$ cat config.mk
export PLATFORM = sky130hd
export DESIGN_NAME = db4_dwt_analysis
export DESIGN_NICKNAME = d
export VERILOG_FILES = /design/src/db4dwt_pkg.sv /design/src/db4dwt_ram.sv /design/src/db4dwt_seq.sv /design/src/db4dwt_mac.sv /design/src/db4_dwt_analysis.sv
export VERILOG_INCLUDE_DIRS = /design/src /design/src/src
export SDC_FILE = /design/constraint.sdc
export NUM_CORES = 2
export LEC_CHECK = 0
export BUFFER_PORTS_ARGS = -buffer_cell sky130_fd_sc_hd__buf_2
export CORE_ASPECT_RATIO = 0.8
export CORE_MARGIN = 2
export CORE_UTILIZATION = 45
export CTS_CLUSTER_SIZE = 16
export DETAILED_ROUTE_END_ITERATION = 16
export HOLD_SLACK_MARGIN = 0.05
export PLACE_DENSITY_LB_ADDON = 0.25
export SLEW_MARGIN = 20
export SYNTH_ARGS = -nofsm -noshare
export SYNTH_HDL_FRONTEND = slang
export SYNTH_SLANG_ARGS = --single-unit
$ cat constraint.sdc
create_clock -name i_clk -period 20.2 [get_ports i_clk]
set_input_delay 4.04 -clock i_clk [delete_from_list [all_inputs] [get_ports i_clk]]
set_output_delay 4.04 -clock i_clk [all_outputs]
set_load 0.1 [all_outputs]
$ cat src/db4_dwt_analysis_assert.svh
// ----------------------------------------------------------------------------
// Db4 DWT analysis assertion macros
// Concurrent assertion wrappers clocked on i_clk, off while i_rst_n is low.
// ----------------------------------------------------------------------------
`ifndef DB4_DWT_ANALYSIS_ASSERT_SVH
`define DB4_DWT_ANALYSIS_ASSERT_SVH

`ifndef SYNTHESIS

// same-cycle implication
`define DB4_ASSERT_SAME(lbl, ante, cons) \
    lbl: assert property (@(posedge i_clk) disable iff (!i_rst_n) (ante) |-> (cons)) \
        else $error("assertion failed");

// next-cycle implication
`define DB4_ASSERT_NEXT(lbl, ante, cons) \
    lbl: assert property (@(posedge i_clk) disable iff (!i_rst_n) (ante) |=> (cons)) \
        else $error("assertion failed");

`else

`define DB4_ASSERT_SAME(lbl, ante, cons)
`define DB4_ASSERT_NEXT(lbl, ante, cons)

`endif

`endif

$ cat src/db4dwt_pkg.sv
// ----------------------------------------------------------------------------
// Db4 DWT analysis package
// Tap constants, Q1.16 filter coefficients and the tap control word type.
// ----------------------------------------------------------------------------
package db4dwt_pkg;

    localparam int TAPS            = 8;
    localparam int TAP_W           = $clog2(TAPS);
    localparam int COEF_W          = 17;
    localparam int CHANNELS_DEF    = 2;
    localparam int SAMPLE_BITS_DEF = 24;

    // low-pass set; high-pass is the quadrature mirror
    localparam logic signed [COEF_W-1:0] LO_COEF [TAPS] = '{
        17'sd15098, 17'sd46848, 17'sd41345, -17'sd1834,
        -17'sd12258, 17'sd2021, 17'sd2155, -17'sd695
    };
    localparam logic signed [COEF_W-1:0] HI_COEF [TAPS] = '{
        -17'sd695, -17'sd2155, 17'sd2021, 17'sd12258,
        -17'sd1834, -17'sd41345, 17'sd46848, -17'sd15098
    };

    typedef struct packed {
        logic             valid;
        logic             first;
        logic             last;
        logic             use_x;   // tap 0: new sample, not the RAM
        logic             zero;    // history slot not yet filled
        logic             ch;
        logic [TAP_W-1:0] k;
    } t_tap_ctl;

endpackage

$ cat src/db4dwt_ram.sv
// ----------------------------------------------------------------------------
// Generic RAM
// One write port, one read port, registered read data (read-first).
// ----------------------------------------------------------------------------
module db4dwt_ram #(
    parameter int WIDTH = 24,
    parameter int DEPTH = 16,
    parameter int AW    = (DEPTH > 1) ? $clog2(DEPTH) : 1
) (
    input  logic             i_clk,
    input  logic             i_we,
    input  logic [AW-1:0]    i_waddr,
    input  logic [WIDTH-1:0] i_wdata,
    input  logic             i_re,
    input  logic [AW-1:0]    i_raddr,
    output logic [WIDTH-1:0] o_rdata
);

    logic [WIDTH-1:0] r_mem [DEPTH];
    logic [WIDTH-1:0] r_rdata;

    // a read and a write to one address in a cycle return the old word
    always_ff @(posedge i_clk) begin
        if (i_we) begin
            r_mem[i_waddr] <= i_wdata;
        end
        if (i_re) begin
            r_rdata <= r_mem[i_raddr];
        end
    end

    assign o_rdata = r_rdata;

endmodule

$ cat src/db4dwt_seq.sv
// ----------------------------------------------------------------------------
// Db4 DWT tap sequencer
// Per-channel ring pointers, fill counts and phase; writes each sample into
// the history RAM and walks the eight taps of an even-phase sample.
// ----------------------------------------------------------------------------
module db4dwt_seq
    import db4dwt_pkg::*;
#(
    parameter int CHANNELS    = CHANNELS_DEF,
    parameter int SAMPLE_BITS = SAMPLE_BITS_DEF,
    parameter int ADDR_W      = 4
) (
    input  logic                   i_clk,
    input  logic                   i_rst_n,
    input  logic                   i_valid,
    input  logic                   i_ch,
    input  logic [SAMPLE_BITS-1:0] i_x,
    input  logic                   i_pend_full,
    output logic                   o_take,
    output logic                   o_start,
    output logic                   o_we,
    output logic [ADDR_W-1:0]      o_waddr,
    output logic [SAMPLE_BITS-1:0] o_wdata,
    output logic                   o_re,
    output logic [ADDR_W-1:0]      o_raddr,
    output t_tap_ctl               o_ctl,
    output logic [SAMPLE_BITS-1:0] o_x
);

    localparam int CH_W = (CHANNELS > 1) ? $clog2(CHANNELS) : 1;

    logic                   r_busy;
    logic [TAP_W-1:0]       r_tap;
    logic                   r_ch;
    logic [CH_W-1:0]        r_chi;
    logic [TAP_W-1:0]       r_ptr;
    logic [TAP_W-1:0]       r_fill;
    logic [SAMPLE_BITS-1:0] r_x;
    t_tap_ctl               r_ctl;
    logic [TAP_W-1:0]       r_wptr [CHANNELS];
    logic [TAP_W-1:0]       r_cnt  [CHANNELS];
    logic [CHANNELS-1:0]    r_phase;

    logic            in_range;
    logic [CH_W-1:0] chi;
    logic            last_tap;
    logic            is_even;
    t_tap_ctl        n_ctl;

    function automatic logic [ADDR_W-1:0] mk_addr(input logic [CH_W-1:0] c,
                                                  input logic [TAP_W-1:0] s);
        logic [CH_W+TAP_W-1:0] full;
        full = {c, s};
        return full[ADDR_W-1:0];
    endfunction

    assign in_range = (int'(i_ch) < CHANNELS);
    assign chi      = CH_W'(i_ch);
    assign last_tap = r_busy && (r_tap == TAP_W'(TAPS - 1));
    assign is_even  = in_range && !r_phase[chi];

    // next item enters on the last tap of the current one
    assign o_take  = i_valid && (!r_busy || last_tap) && (!is_even || !i_pend_full);
    assign o_start = o_take && is_even;

    assign o_we    = o_take && in_range;
    assign o_waddr = mk_addr(chi, r_wptr[chi]);
    assign o_wdata = i_x;

    // tap k reads the sample k steps back in the ring
    assign o_re    = r_busy && (r_tap != '0);
    assign o_raddr = mk_addr(r_chi, r_ptr - r_tap);

    always_comb begin
        n_ctl       = '0;
        n_ctl.valid = r_busy;
        n_ctl.first = (r_tap == '0);
        n_ctl.last  = last_tap;
        n_ctl.use_x = (r_tap == '0);
        n_ctl.zero  = (r_tap > r_fill);
        n_ctl.ch    = r_ch;
        n_ctl.k     = r_tap;
    end

    always_ff @(posedge i_clk) begin
        if (!i_rst_n) begin
            r_busy  <= 1'b0;
            r_tap   <= '0;
            r_ctl   <= '0;
            r_phase <= '0;
            for (int c = 0; c < CHANNELS; c++) begin
                r_wptr[c] <= '0;
                r_cnt[c]  <= '0;
            end
        end else begin
            r_ctl <= n_ctl;
            if (r_busy) begin
                r_tap <= r_tap + 1'b1;
                if (last_tap) begin
                    r_busy <= 1'b0;
                end
            end
            if (o_start) begin
                r_busy <= 1'b1;
                r_tap  <= '0;
            end
            if (o_we) begin
                r_wptr[chi]  <= r_wptr[chi] + 1'b1;
                r_phase[chi] <= ~r_phase[chi];
                if (r_cnt[chi] != TAP_W'(TAPS - 1)) begin
                    r_cnt[chi] <= r_cnt[chi] + 1'b1;
                end
            end
        end
    end

    always_ff @(posedge i_clk) begin
        if (o_start) begin
            r_ch   <= i_ch;
            r_chi  <= chi;
            r_ptr  <= r_wptr[chi];
            r_fill <= r_cnt[chi];
            r_x    <= i_x;
        end
    end

    assign o_ctl = r_ctl;
    assign o_x   = r_x;

endmodule

$ cat src/db4dwt_mac.sv
// ----------------------------------------------------------------------------
// Db4 DWT multiply-accumulate pair
// Low-pass and high-pass products per tap, accumulation, round and saturate.
// ----------------------------------------------------------------------------
module db4dwt_mac
    import db4dwt_pkg::*;
#(
    parameter int SAMPLE_BITS = SAMPLE_BITS_DEF
) (
    input  logic                   i_clk,
    input  logic                   i_rst_n,
    input  t_tap_ctl               i_ctl,
    input  logic [SAMPLE_BITS-1:0] i_x,
    input  logic [SAMPLE_BITS-1:0] i_rdata,
    output logic                   o_valid,
    output logic                   o_ch,
    output logic [SAMPLE_BITS-1:0] o_approx,
    output logic [SAMPLE_BITS-1:0] o_detail
);

    localparam int PROD_W = SAMPLE_BITS + COEF_W;
    localparam int ACC_W  = SAMPLE_BITS + 18;   // sum of |coef| < 2^17

    logic signed [SAMPLE_BITS-1:0] op;
    logic signed [PROD_W-1:0]      prod_lo;
    logic signed [PROD_W-1:0]      prod_hi;

    logic                     r_pvalid;
    logic                     r_pfirst;
    logic                     r_plast;
    logic                     r_pch;
    logic signed [PROD_W-1:0] r_plo;
    logic signed [PROD_W-1:0] r_phi;
    logic signed [ACC_W-1:0]  r_acc_lo;
    logic signed [ACC_W-1:0]  r_acc_hi;
    logic                     r_done;
    logic                     r_och;

    // add half an LSB, floor by 2^16, clamp to the sample range
    function automatic logic [SAMPLE_BITS-1:0] round_sat(input logic [ACC_W-1:0] acc);
        logic [ACC_W:0]           v;
        logic [ACC_W-16:0]        q;
        logic [SAMPLE_BITS-1:0]   res;
        v = {acc[ACC_W-1], acc} + (ACC_W+1)'(32768);
        q = v[ACC_W:16];
        if (q[ACC_W-16:SAMPLE_BITS-1] == '0 || q[ACC_W-16:SAMPLE_BITS-1] == '1) begin
            res = q[SAMPLE_BITS-1:0];
        end else if (q[ACC_W-16]) begin
            res = {1'b1, {(SAMPLE_BITS-1){1'b0}}};
        end else begin
            res = {1'b0, {(SAMPLE_BITS-1){1'b1}}};
        end
        return res;
    endfunction

    always_comb begin
        if (i_ctl.use_x) begin
            op = i_x;
        end else if (i_ctl.zero) begin
            op = '0;
        end else begin
            op = i_rdata;
        end
        prod_lo = op * LO_COEF[i_ctl.k];
        prod_hi = op * HI_COEF[i_ctl.k];
    end

    always_ff @(posedge i_clk) begin
        if (!i_rst_n) begin
            r_pvalid <= 1'b0;
            r_done   <= 1'b0;
        end else begin
            r_pvalid <= i_ctl.valid;
            r_done   <= r_pvalid && r_plast;
        end
    end

    always_ff @(posedge i_clk) begin
        r_pfirst <= i_ctl.first;
        r_plast  <= i_ctl.last;
        r_pch    <= i_ctl.ch;
        r_plo    <= prod_lo;
        r_phi    <= prod_hi;
        if (r_pvalid) begin
            r_och <= r_pch;
            if (r_pfirst) begin
                r_acc_lo <= ACC_W'(r_plo);
                r_acc_hi <= ACC_W'(r_phi);
            end else begin
                r_acc_lo <= r_acc_lo + ACC_W'(r_plo);
                r_acc_hi <= r_acc_hi + ACC_W'(r_phi);
            end
        end
    end

    assign o_valid  = r_done;
    assign o_ch     = r_och;
    assign o_approx = round_sat(r_acc_lo);
    assign o_detail = round_sat(r_acc_hi);

endmodule

$ cat src/db4_dwt_analysis.sv
// ----------------------------------------------------------------------------
// Db4 DWT analysis stage
// One level of Db4 wavelet analysis per channel, decimated by two.
//
//   channel   dir  tdata                          tuser
//   s (in)    in   sample                         channel
//   m (out)   out  approx, detail                 out_channel
//
// An even-phase sample runs one tap per cycle through the shared low/high
// multiply-accumulate pair, seven of its eight taps read from the history
// RAM on its single read port; an odd-phase sample is a RAM write only. Each
// result passes the tap control, product and accumulator registers in turn.
// Reset is synchronous; per-channel fill counts make unwritten history read as
// zero, so no RAM clearing pass is needed. A two-word output buffer lets work
// continue while a result waits; even samples hold off only when two results
// are already outstanding.
// ----------------------------------------------------------------------------
module db4_dwt_analysis
    import db4dwt_pkg::*;
#(
    parameter int CHANNELS    = CHANNELS_DEF,
    parameter int SAMPLE_BITS = SAMPLE_BITS_DEF,
    localparam int IN_TD_W    = ((SAMPLE_BITS + 7) / 8) * 8,
    localparam int OUT_TD_W   = ((2 * SAMPLE_BITS + 7) / 8) * 8
) (
    input  logic                i_clk,
    input  logic                i_rst_n,
    input  logic                i_s_tvalid,
    output logic                o_s_tready,
    input  logic [IN_TD_W-1:0]  i_s_tdata,   // sample
    input  logic                i_s_tuser,   // channel
    output logic                o_m_tvalid,
    input  logic                i_m_tready,
    output logic [OUT_TD_W-1:0] o_m_tdata,   // approx, detail
    output logic                o_m_tuser    // out_channel
);

    `include "db4_dwt_analysis_assert.svh"

    localparam int DEPTH  = CHANNELS * TAPS;
    localparam int ADDR_W = $clog2(DEPTH);

    logic                   r_in_valid;
    logic                   r_in_ch;
    logic [SAMPLE_BITS-1:0] r_in_x;

    logic                   seq_take;
    logic                   seq_start;
    logic                   ram_we;
    logic [ADDR_W-1:0]      ram_waddr;
    logic [SAMPLE_BITS-1:0] ram_wdata;
    logic                   ram_re;
    logic [ADDR_W-1:0]      ram_raddr;
    logic [SAMPLE_BITS-1:0] ram_rdata;
    t_tap_ctl               tap_ctl;
    logic [SAMPLE_BITS-1:0] tap_x;

    logic                   mac_valid;
    logic                   mac_ch;
    logic [SAMPLE_BITS-1:0] mac_approx;
    logic [SAMPLE_BITS-1:0] mac_detail;

    logic [1:0]             r_pend;      // even samples started, results not yet taken
    logic                   r_ob_ch [2];
    logic [SAMPLE_BITS-1:0] r_ob_a  [2];
    logic [SAMPLE_BITS-1:0] r_ob_d  [2];
    logic                   r_ob_wp;
    logic                   r_ob_rp;
    logic [1:0]             r_ob_cnt;
    logic                   pop;

    // input register
    assign o_s_tready = !r_in_valid || seq_take;

    always_ff @(posedge i_clk) begin
        if (!i_rst_n) begin
            r_in_valid <= 1'b0;
        end else if (i_s_tvalid && o_s_tready) begin
            r_in_valid <= 1'b1;
        end else if (seq_take) begin
            r_in_valid <= 1'b0;
        end
    end

    always_ff @(posedge i_clk) begin
        if (i_s_tvalid && o_s_tready) begin
            r_in_ch <= i_s_tuser;
            r_in_x  <= i_s_tdata[SAMPLE_BITS-1:0];
        end
    end

    db4dwt_seq #(
        .CHANNELS    (CHANNELS),
        .SAMPLE_BITS (SAMPLE_BITS),
        .ADDR_W      (ADDR_W)
    ) u_seq (
        .i_clk       (i_clk),
        .i_rst_n     (i_rst_n),
        .i_valid     (r_in_valid),
        .i_ch        (r_in_ch),
        .i_x         (r_in_x),
        .i_pend_full (r_pend == 2'd2),
        .o_take      (seq_take),
        .o_start     (seq_start),
        .o_we        (ram_we),
        .o_waddr     (ram_waddr),
        .o_wdata     (ram_wdata),
        .o_re        (ram_re),
        .o_raddr     (ram_raddr),
        .o_ctl       (tap_ctl),
        .o_x         (tap_x)
    );

    db4dwt_ram #(
        .WIDTH   (SAMPLE_BITS),
        .DEPTH   (DEPTH),
        .AW      (ADDR_W)
    ) u_hist (
        .i_clk   (i_clk),
        .i_we    (ram_we),
        .i_waddr (ram_waddr),
        .i_wdata (ram_wdata),
        .i_re    (ram_re),
        .i_raddr (ram_raddr),
        .o_rdata (ram_rdata)
    );

    db4dwt_mac #(
        .SAMPLE_BITS (SAMPLE_BITS)
    ) u_mac (
        .i_clk    (i_clk),
        .i_rst_n  (i_rst_n),
        .i_ctl    (tap_ctl),
        .i_x      (tap_x),
        .i_rdata  (ram_rdata),
        .o_valid  (mac_valid),
        .o_ch     (mac_ch),
        .o_approx (mac_approx),
        .o_detail (mac_detail)
    );

    // output buffer, two words deep
    assign pop = o_m_tvalid && i_m_tready;

    always_ff @(posedge i_clk) begin
        if (!i_rst_n) begin
            r_pend   <= '0;
            r_ob_wp  <= 1'b0;
            r_ob_rp  <= 1'b0;
            r_ob_cnt <= '0;
        end else begin
            r_pend   <= r_pend + {1'b0, seq_start} - {1'b0, pop};
            r_ob_cnt <= r_ob_cnt + {1'b0, mac_valid} - {1'b0, pop};
            if (mac_valid) begin
                r_ob_wp <= ~r_ob_wp;
            end
            if (pop) begin
                r_ob_rp <= ~r_ob_rp;
            end
        end
    end

    always_ff @(posedge i_clk) begin
        if (mac_valid) begin
            r_ob_ch[r_ob_wp] <= mac_ch;
            r_ob_a[r_ob_wp]  <= mac_approx;
            r_ob_d[r_ob_wp]  <= mac_detail;
        end
    end

    assign o_m_tvalid = (r_ob_cnt != 2'd0);
    assign o_m_tuser  = r_ob_ch[r_ob_rp];
    assign o_m_tdata  = OUT_TD_W'({r_ob_d[r_ob_rp], r_ob_a[r_ob_rp]});

    `DB4_ASSERT_SAME(a_ob_no_overflow, mac_valid, r_ob_cnt != 2'd2)
    `DB4_ASSERT_SAME(a_ob_within_pend, 1'b1, r_ob_cnt <= r_pend)
    `DB4_ASSERT_SAME(a_result_was_started, mac_valid, r_pend != 2'd0)
    `DB4_ASSERT_NEXT(a_start_counted, seq_start, r_pend != 2'd0)

endmodule

* Word level (Yosys, flattened, before mapping)
Memory sizes are Yosys's and may differ from the RTL's. A register that Yosys moved wholly into a read port is not among the register bits.
Cells that the tools add are included.
** Word-level totals
- Bits in registers :: 249
- Latch bits :: 0
- Bits in writable memories :: 494
- ROM bits :: 272
- Bits of input ports :: 29
- Output and inout port bits :: 51
- Word-level logic and storage cells :: 140
- Memories :: 8
** Cells by class
- $add $sub $neg :: 12
- $mul :: 2
- Div/mod/pow operators :: 0
- Magnitude comparators :: 4
- Eq/ne operators :: 5
- Shift operators :: 0
- Muxes and demuxes :: 47
- Bitwise gates (word level) :: 5
- Reductions and logical operators :: 27
** Memory list
- u_hist.r_mem :: depth 16, bits a word 24, rd ports 1, clocked after memory_dff 1, write ports 1, RTL line db4dwt_ram.sv:19 : logic [WIDTH-1:0] r_mem [DEPTH];
- (name not given) :: depth 8, bits a word 17, rd ports 1, clocked after memory_dff 0, write ports 0, RTL line db4dwt_mac.sv:64 : prod_lo = op * LO_COEF[i_ctl.k];
- (name not given) :: depth 8, bits a word 17, rd ports 1, clocked after memory_dff 0, write ports 0, RTL line db4dwt_mac.sv:65 : prod_hi = op * HI_COEF[i_ctl.k];
- r_ob_a :: depth 2, bits a word 24, rd ports 1, clocked after memory_dff 1, write ports 1, RTL line db4_dwt_analysis.sv:65 : logic [SAMPLE_BITS-1:0] r_ob_a [2];
- r_ob_d :: depth 2, bits a word 24, rd ports 1, clocked after memory_dff 1, write ports 1, RTL line db4_dwt_analysis.sv:66 : logic [SAMPLE_BITS-1:0] r_ob_d [2];
- u_seq.r_cnt :: depth 2, bits a word 3, rd ports 1, clocked after memory_dff 1, write ports 2, RTL line db4dwt_seq.sv:41 : logic [TAP_W-1:0] r_cnt [CHANNELS];
- 2 more memories
** Operators by type and width (number)
- two-way mux 24 bit :: 6
- adder 42 x 17 -> 43 bit (second input constant) :: 2
- adder 42 x 41 -> 42 bit :: 2
- two-way mux 42 bit :: 2
- multiplier 24 x 17 -> 41 bit :: 2
- two-way mux 17 bit :: 4
- two-way mux 1 bit :: 31
- adder 3 x 1 -> 3 bit (second input constant) :: 3
- logical AND 1 bit :: 9
- == test 4 bit (second input constant) :: 2
- zero test 4 bit :: 2
- two-way mux 3 bit :: 2
- OR reduction 3 bit :: 2
- logical OR 1 bit :: 5
- adder 2 x 1 -> 2 bit :: 2
- >= comparator 4 bit (second input constant) :: 1
- zero test 1 bit :: 4
- NOT 1 bit :: 4
- NOT 3 -> 4 bit :: 1
- nonzero test 2 bit :: 2
- subtractor 2 x 1 -> 2 bit :: 2
- == test 3 bit (second input constant) :: 1
- greater-than comparator 3 bit :: 1
- zero test 3 bit :: 1
- other kinds (9) :: 9

* Depth between registers and ports, before layout
- Word-level depth :: 10
- Depth in mapped cells :: 31
- Gate-level depth less buffers :: 28

* Modules after synthesis
Synthesis repeated with hierarchy kept, for this count alone.
** Unflattened totals
- Cell total of the unflattened synthesis :: 5625
- Area total of the unflattened synthesis :: 62097.1 sq um
** By module, submodules not included
- db4dwt_mac :: instances 1, cells each 4587, area each 39808.2 sq um, seq. area each 4294.1 sq um
- db4dwt_ram :: instances 1, cells each 636, area each 15170.8 sq um, seq. area each 12251.8 sq um
- db4_dwt_analysis :: instances 1, cells each 217, area each 4634.4 sq um, seq. area each 3853.7 sq um
- db4dwt_seq :: instances 1, cells each 185, area each 2483.6 sq um, seq. area each 1571.5 sq um

* Worst setup path before layout
OpenSTA, ideal clock, no wires.
- Kind :: reg2reg
- From :: register u_seq.r_ctl, in the netlist u_seq.o_ctl[1]
- To :: register u_mac.r_plo[40]
- Data arrival time :: 7.518 ns
- Path slack :: 12.546 ns
- Stages on the path, launching flop included :: 31
- Path buffers :: 3
- Cells stage by stage :: dfxtp_1 clkbuf_1 inv_1 ha_1 clkbuf_1 nor2b_1 a21oi_1 clkbuf_1 nand2_1 fa_1 inv_1 fa_1 inv_1 fa_1 inv_1 fa_1 fa_1 inv_1 fa_1 inv_1 ha_1 a21o_1 a21o_1 a211oi_1 o21bai_1 a21o_1 a211oi_2 a21oi_2 or4_4 a2111oi_4 a211oi_2
** Between the ends
- Longest elaborated chain between the ends :: 5
** RTL lines
- start, declared :: RTL line db4dwt_seq.sv:39 : t_tap_ctl r_ctl;
- start signal, assigned :: RTL line db4dwt_seq.sv:96 : r_ctl <= n_ctl;
- NOT 3 -> 4 bit (implied by the code) :: RTL line db4dwt_mac.sv:64
- memory (8 x 17 bit)
- two-way mux 17 bit (implied by the code) (2 in a row) :: RTL line db4dwt_mac.sv:64
- multiplier 24 x 17 -> 41 bit :: RTL line db4dwt_mac.sv:64
- net u_mac.prod_lo[40] :: RTL line db4dwt_mac.sv:25 : logic signed [PROD_W-1:0] prod_lo;
- end signal, assigned :: RTL line db4dwt_mac.sv:82 : r_plo <= prod_lo;
- end, declared :: RTL line db4dwt_mac.sv:32 : logic signed [PROD_W-1:0] r_plo;
The timed path passes the listed nets, and every way through them passes these cells. The select of a mux whose other input is x is not followed.
A chain may end at the register's enable or synchronous reset.

* Final worst setup path
- From :: register u_seq.r_ctl, in the netlist u_seq.o_ctl[1]
- To :: register u_mac.r_plo[39]
The elaborated chain is that of the path after synthesis.

==> flow_metrics.env <==
export IMPL_result_of_the_run="complete, no violations"
export IMPL_timing_max_cap_violations=0
export IMPL_final_net_count=6568
export IMPL_pin_count_of_the_biggest_net_entering_global_routing=90
export IMPL_postCtsHoldBufs=0
export IMPL_rows=121
export IMPL_synth_lib_cells_used_distinct=94
export IMPL_clkSlewWorstSetupHoldPaths_ns=0.06
export IMPL_clk_root_buffer_cell="sky130_fd_sc_hd__clkbuf_16"
export IMPL_design_die_area_um2=139000
export IMPL_finish_utilization_pct=49.3
export IMPL_clock_sink_count=769
export IMPL_timing_critical_path_arrival_ns=9.63
export IMPL_synth_top_area_cell="sky130_fd_sc_hd__edfxtp_1"
export IMPL_yosys_register_bits=769
export IMPL_synth_avg_cell_area_um2=11.4
export IMPL_synth_net_count=6532
export IMPL_setup_viol=0
export IMPL_placed_instances=7127
export IMPL_floorplan_core_area_um2=136000
export IMPL_layout_cell_share_with_drive_strength_beyond_1_pct=10.2
export IMPL_cts_htree_levels=3
export IMPL_dp_hpwl_um=111000
export IMPL_syn_to_final_growth_pct=8.90
export IMPL_setup_tns_ns=0
export IMPL_synth_seq_area_share_pct=35.8
export IMPL_r2r_end="u_mac.r_plo[39]"
export IMPL_synthArstFlopShare_pct=0
export IMPL_rsz_0062_raised_after_global_routing="false"
export IMPL_finalHoldViolations=0
export IMPL_routed_wl_um=155000
export IMPL_synth_top_cell_area_share_pct=32.2
export IMPL_report_final_slew_viol_count=0
export IMPL_floorplan_die_height_um=334
export IMPL_insertion_delay_ns=0.75
export IMPL_vias=39900
export IMPL_worst_r2r_cell_count=26
export IMPL_antenna_found_initial=2
export IMPL_global_route_wire_length_before_repair_um=244000
export IMPL_antenna_cells_inserted=0
export IMPL_clock_fmax_mhz=111
export IMPL_cp_data_required_time_ns=20.83
export IMPL_worst_setup_path_end_kind="register"
export IMPL_numCtsBuffers=82
export IMPL_design_portCount=80
export IMPL_crit_path_start="u_seq.o_ctl[1]"
export IMPL_die_width_um=417
export IMPL_yosysWarnings=0
export IMPL_post_route_min_period_ns=9.01
export IMPL_hold_path_startpoint="u_seq.o_ctl[6]"
export IMPL_first_iter_violations=3527
export IMPL_stdcell_count=7278
export IMPL_drt_antenna_violating_nets=0
export IMPL_clock_skew_ns=0.0466
export IMPL_timing_critical_path_fanout_max=23
export IMPL_syn_inst=5392
export IMPL_min_path_type="register to register"
export IMPL_synthesis_area_um2=61400
export IMPL_gr_usage_all_layers_pct=22.9
export IMPL_cts_repair_resized=0
export IMPL_via_count_of_the_first_global_routing_pass=40600
export IMPL_path_class="register to register"
export IMPL_routed_wire_length_per_instance_um=21.3
export IMPL_reg2reg_setup_slack_ns=11.19
export IMPL_detail_route_first_pass_iterations=8
export IMPL_crit_reg2reg_launch="u_seq.o_ctl[1]"
export IMPL_count_of_flip_flops_with_a_built_in_enable_after_synthesis=659
export IMPL_portion_of_the_clock_cycle_consumed_by_the_worst_path_in_the_final_layout_pct=44.6
export IMPL_io_buffer_count=79
export IMPL_grt_overflow_total=0
export IMPL_cts_setup_buffers=0
export IMPL_gp_congestion=0.908
export IMPL_whs_path_depth=0
export IMPL_slew_limit_headroom_pct=20.6
export IMPL_synth_flop_cell="sky130_fd_sc_hd__edfxtp_1"
export IMPL_clock_path_buffers=3
export IMPL_timing_critical_path_from_type="register"
export IMPL_hold_path_endpoint="u_mac.r_plast"
export IMPL_yosys_top_cells_area="sky130_fd_sc_hd__edfxtp_1, sky130_fd_sc_hd__fa_1, sky130_fd_sc_hd__ha_1, sky130_fd_sc_hd__inv_1, sky130_fd_sc_hd__mux4_2"
export IMPL_hold_ws_ns=0.327
export IMPL_viasPerCell=5.48
export IMPL_tritoncts="yes"
export IMPL_start_util_pct=45.2
export IMPL_worst_pin_slew_ns=1.18
export IMPL_remaining_drc_errors=0
-- worst max-delay path by stage --
stage | to | slack (ns) | cells after the start
after floorplan | u_mac.r_plo[40] | 12.55 | 30
after detailed placement | u_mac.r_plo[39] | 11.33 | 26
after global placement | u_mac.r_plo[39] | 11.59 | 27
final | u_mac.r_plo[39] | 11.19 | 26
after CTS | u_mac.r_plo[39] | 11.35 | 26
after global routing | u_mac.r_plo[39] | 10.68 | 26
-- cell type report --
cell class              instances  area (µm²)
multi-input cells            3526       35400
inverters                     879        3300
flip-flops and latches        769       22000
clock inverters                52         632
well taps                    1783        2230
fillers                     12000       68800
repair buffers                170        1080
clock buffers                  99        2200
-- critical path: stages (launching register included) --
cell	delay, ns
sky130_fd_sc_hd__dfxtp_1	0.62
sky130_fd_sc_hd__inv_1	0.26
sky130_fd_sc_hd__ha_1	0.36
sky130_fd_sc_hd__nand2_1	0.81
sky130_fd_sc_hd__nand2_1	0.64
sky130_fd_sc_hd__nor2_1	0.33
sky130_fd_sc_hd__fa_1	0.46
sky130_fd_sc_hd__inv_1	0.08
sky130_fd_sc_hd__fa_1	0.45
sky130_fd_sc_hd__fa_1	0.52
sky130_fd_sc_hd__inv_1	0.06
sky130_fd_sc_hd__fa_1	0.50
sky130_fd_sc_hd__fa_1	0.50
sky130_fd_sc_hd__inv_1	0.05
sky130_fd_sc_hd__fa_1	0.47
sky130_fd_sc_hd__inv_1	0.04
sky130_fd_sc_hd__ha_1	0.34
sky130_fd_sc_hd__and3_1	0.20
sky130_fd_sc_hd__and3_1	0.23
sky130_fd_sc_hd__and2_1	0.22
sky130_fd_sc_hd__a21boi_0	0.32
sky130_fd_sc_hd__nor2_1	0.15
sky130_fd_sc_hd__o311a_1	0.32
sky130_fd_sc_hd__nor3_1	0.45
sky130_fd_sc_hd__a41o_1	0.28
sky130_fd_sc_hd__mux2i_1	0.18
sky130_fd_sc_hd__nand2_1	0.07
-- metal layers --
metal  global-route usage [%]  part of all wire [%]
met2                     34.5                    44
met3                     4.46                   8.3
met4                     5.95                   2.5
met1                     34.0                    45
met5                        0                0.0084
-- flip-flops by register name (all words and copies together) (netlist names), 2 cells and up, named ones only --
register and cells:
u_mac.r_acc_hi 42, u_hist.r_mem 384, r_ob_a 48, u_seq.r_phase 2, u_seq.r_ptr 3, u_hist.o_rdata 24
u_seq.o_x 24, u_seq.r_fill 3, u_mac.r_plo 41, r_ob_d 48, u_seq.r_cnt 6, r_pend 2
u_seq.r_tap 3, u_mac.r_acc_lo 42, u_mac.r_phi 41, r_ob_ch 2, r_in_x 24, u_seq.o_ctl 8
u_seq.r_wptr 6, r_ob_cnt 2
-- per-stage QoR --
| stage | setup slack (ns) | instance area [µm²] |
|---|---|---|
| 6_report | 11.19 | 66800 |
| 5_1_grt | 10.68 | 66800 |
| 3_3_place_gp | 11.59 | 64000 |
| 4_1_cts | 11.35 | 66800 |
| 2_1_floorplan | 12.55 | 61400 |
| 3_5_place_dp | 11.33 | 64000 |
-- kinds of logic (layout without fill, tap and decap cells) --
family	count (synthesis)	count (layout)	share of synthesized area [%]
xor+xnor	212	212	3.03
buf+inv	1097	1200	6.76
fa+ha+maj	1111	1111	32.5
flops	769	769	35.8
mux	192	192	5.70
compound gates	650	650	6.93
simple gates	1361	1361	9.25
-- synth_stat cells (69+ instances only) --
master                       n
sky130_fd_sc_hd__inv_1     878
sky130_fd_sc_hd__fa_1      805
sky130_fd_sc_hd__edfxtp_1  659
sky130_fd_sc_hd__nand2_1   627
sky130_fd_sc_hd__nor2_1    497
sky130_fd_sc_hd__ha_1      306
sky130_fd_sc_hd__a21oi_1   205
sky130_fd_sc_hd__clkbuf_1  186
sky130_fd_sc_hd__o21ai_0   136
sky130_fd_sc_hd__xnor2_1   127
sky130_fd_sc_hd__mux4_2    120
sky130_fd_sc_hd__dfxtp_1   110
sky130_fd_sc_hd__xor2_1     85
sky130_fd_sc_hd__a21o_1     69
-- cells in the final DEF (no fill, tap or decap), types with 27 or more instances in the layout --
| cell | instances |
|---|---|
| sky130_fd_sc_hd__buf_4 | 91 |
| sky130_fd_sc_hd__nand2b_1 | 28 |
| sky130_fd_sc_hd__a21o_1 | 69 |
| sky130_fd_sc_hd__mux2_2 | 62 |
| sky130_fd_sc_hd__o21ai_0 | 136 |
| sky130_fd_sc_hd__xor2_1 | 85 |
| sky130_fd_sc_hd__a22o_1 | 27 |
| sky130_fd_sc_hd__nor3_1 | 27 |
| sky130_fd_sc_hd__buf_2 | 79 |
| sky130_fd_sc_hd__clkbuf_16 | 85 |
| sky130_fd_sc_hd__and3_1 | 30 |
| sky130_fd_sc_hd__a21oi_1 | 197 |
| sky130_fd_sc_hd__dfxtp_1 | 105 |
| sky130_fd_sc_hd__ha_1 | 305 |
| sky130_fd_sc_hd__xnor2_1 | 126 |
| sky130_fd_sc_hd__nand2_1 | 626 |
| sky130_fd_sc_hd__and2_1 | 29 |
| sky130_fd_sc_hd__nand3_1 | 41 |
| sky130_fd_sc_hd__fa_1 | 804 |
| sky130_fd_sc_hd__edfxtp_1 | 659 |
| sky130_fd_sc_hd__nor2_1 | 482 |
| sky130_fd_sc_hd__inv_1 | 878 |
| sky130_fd_sc_hd__mux4_2 | 120 |
Power is left out: the tool's default activity adds up to more than one toggle a clock period on the data nets, which glitch-free logic cannot reach.
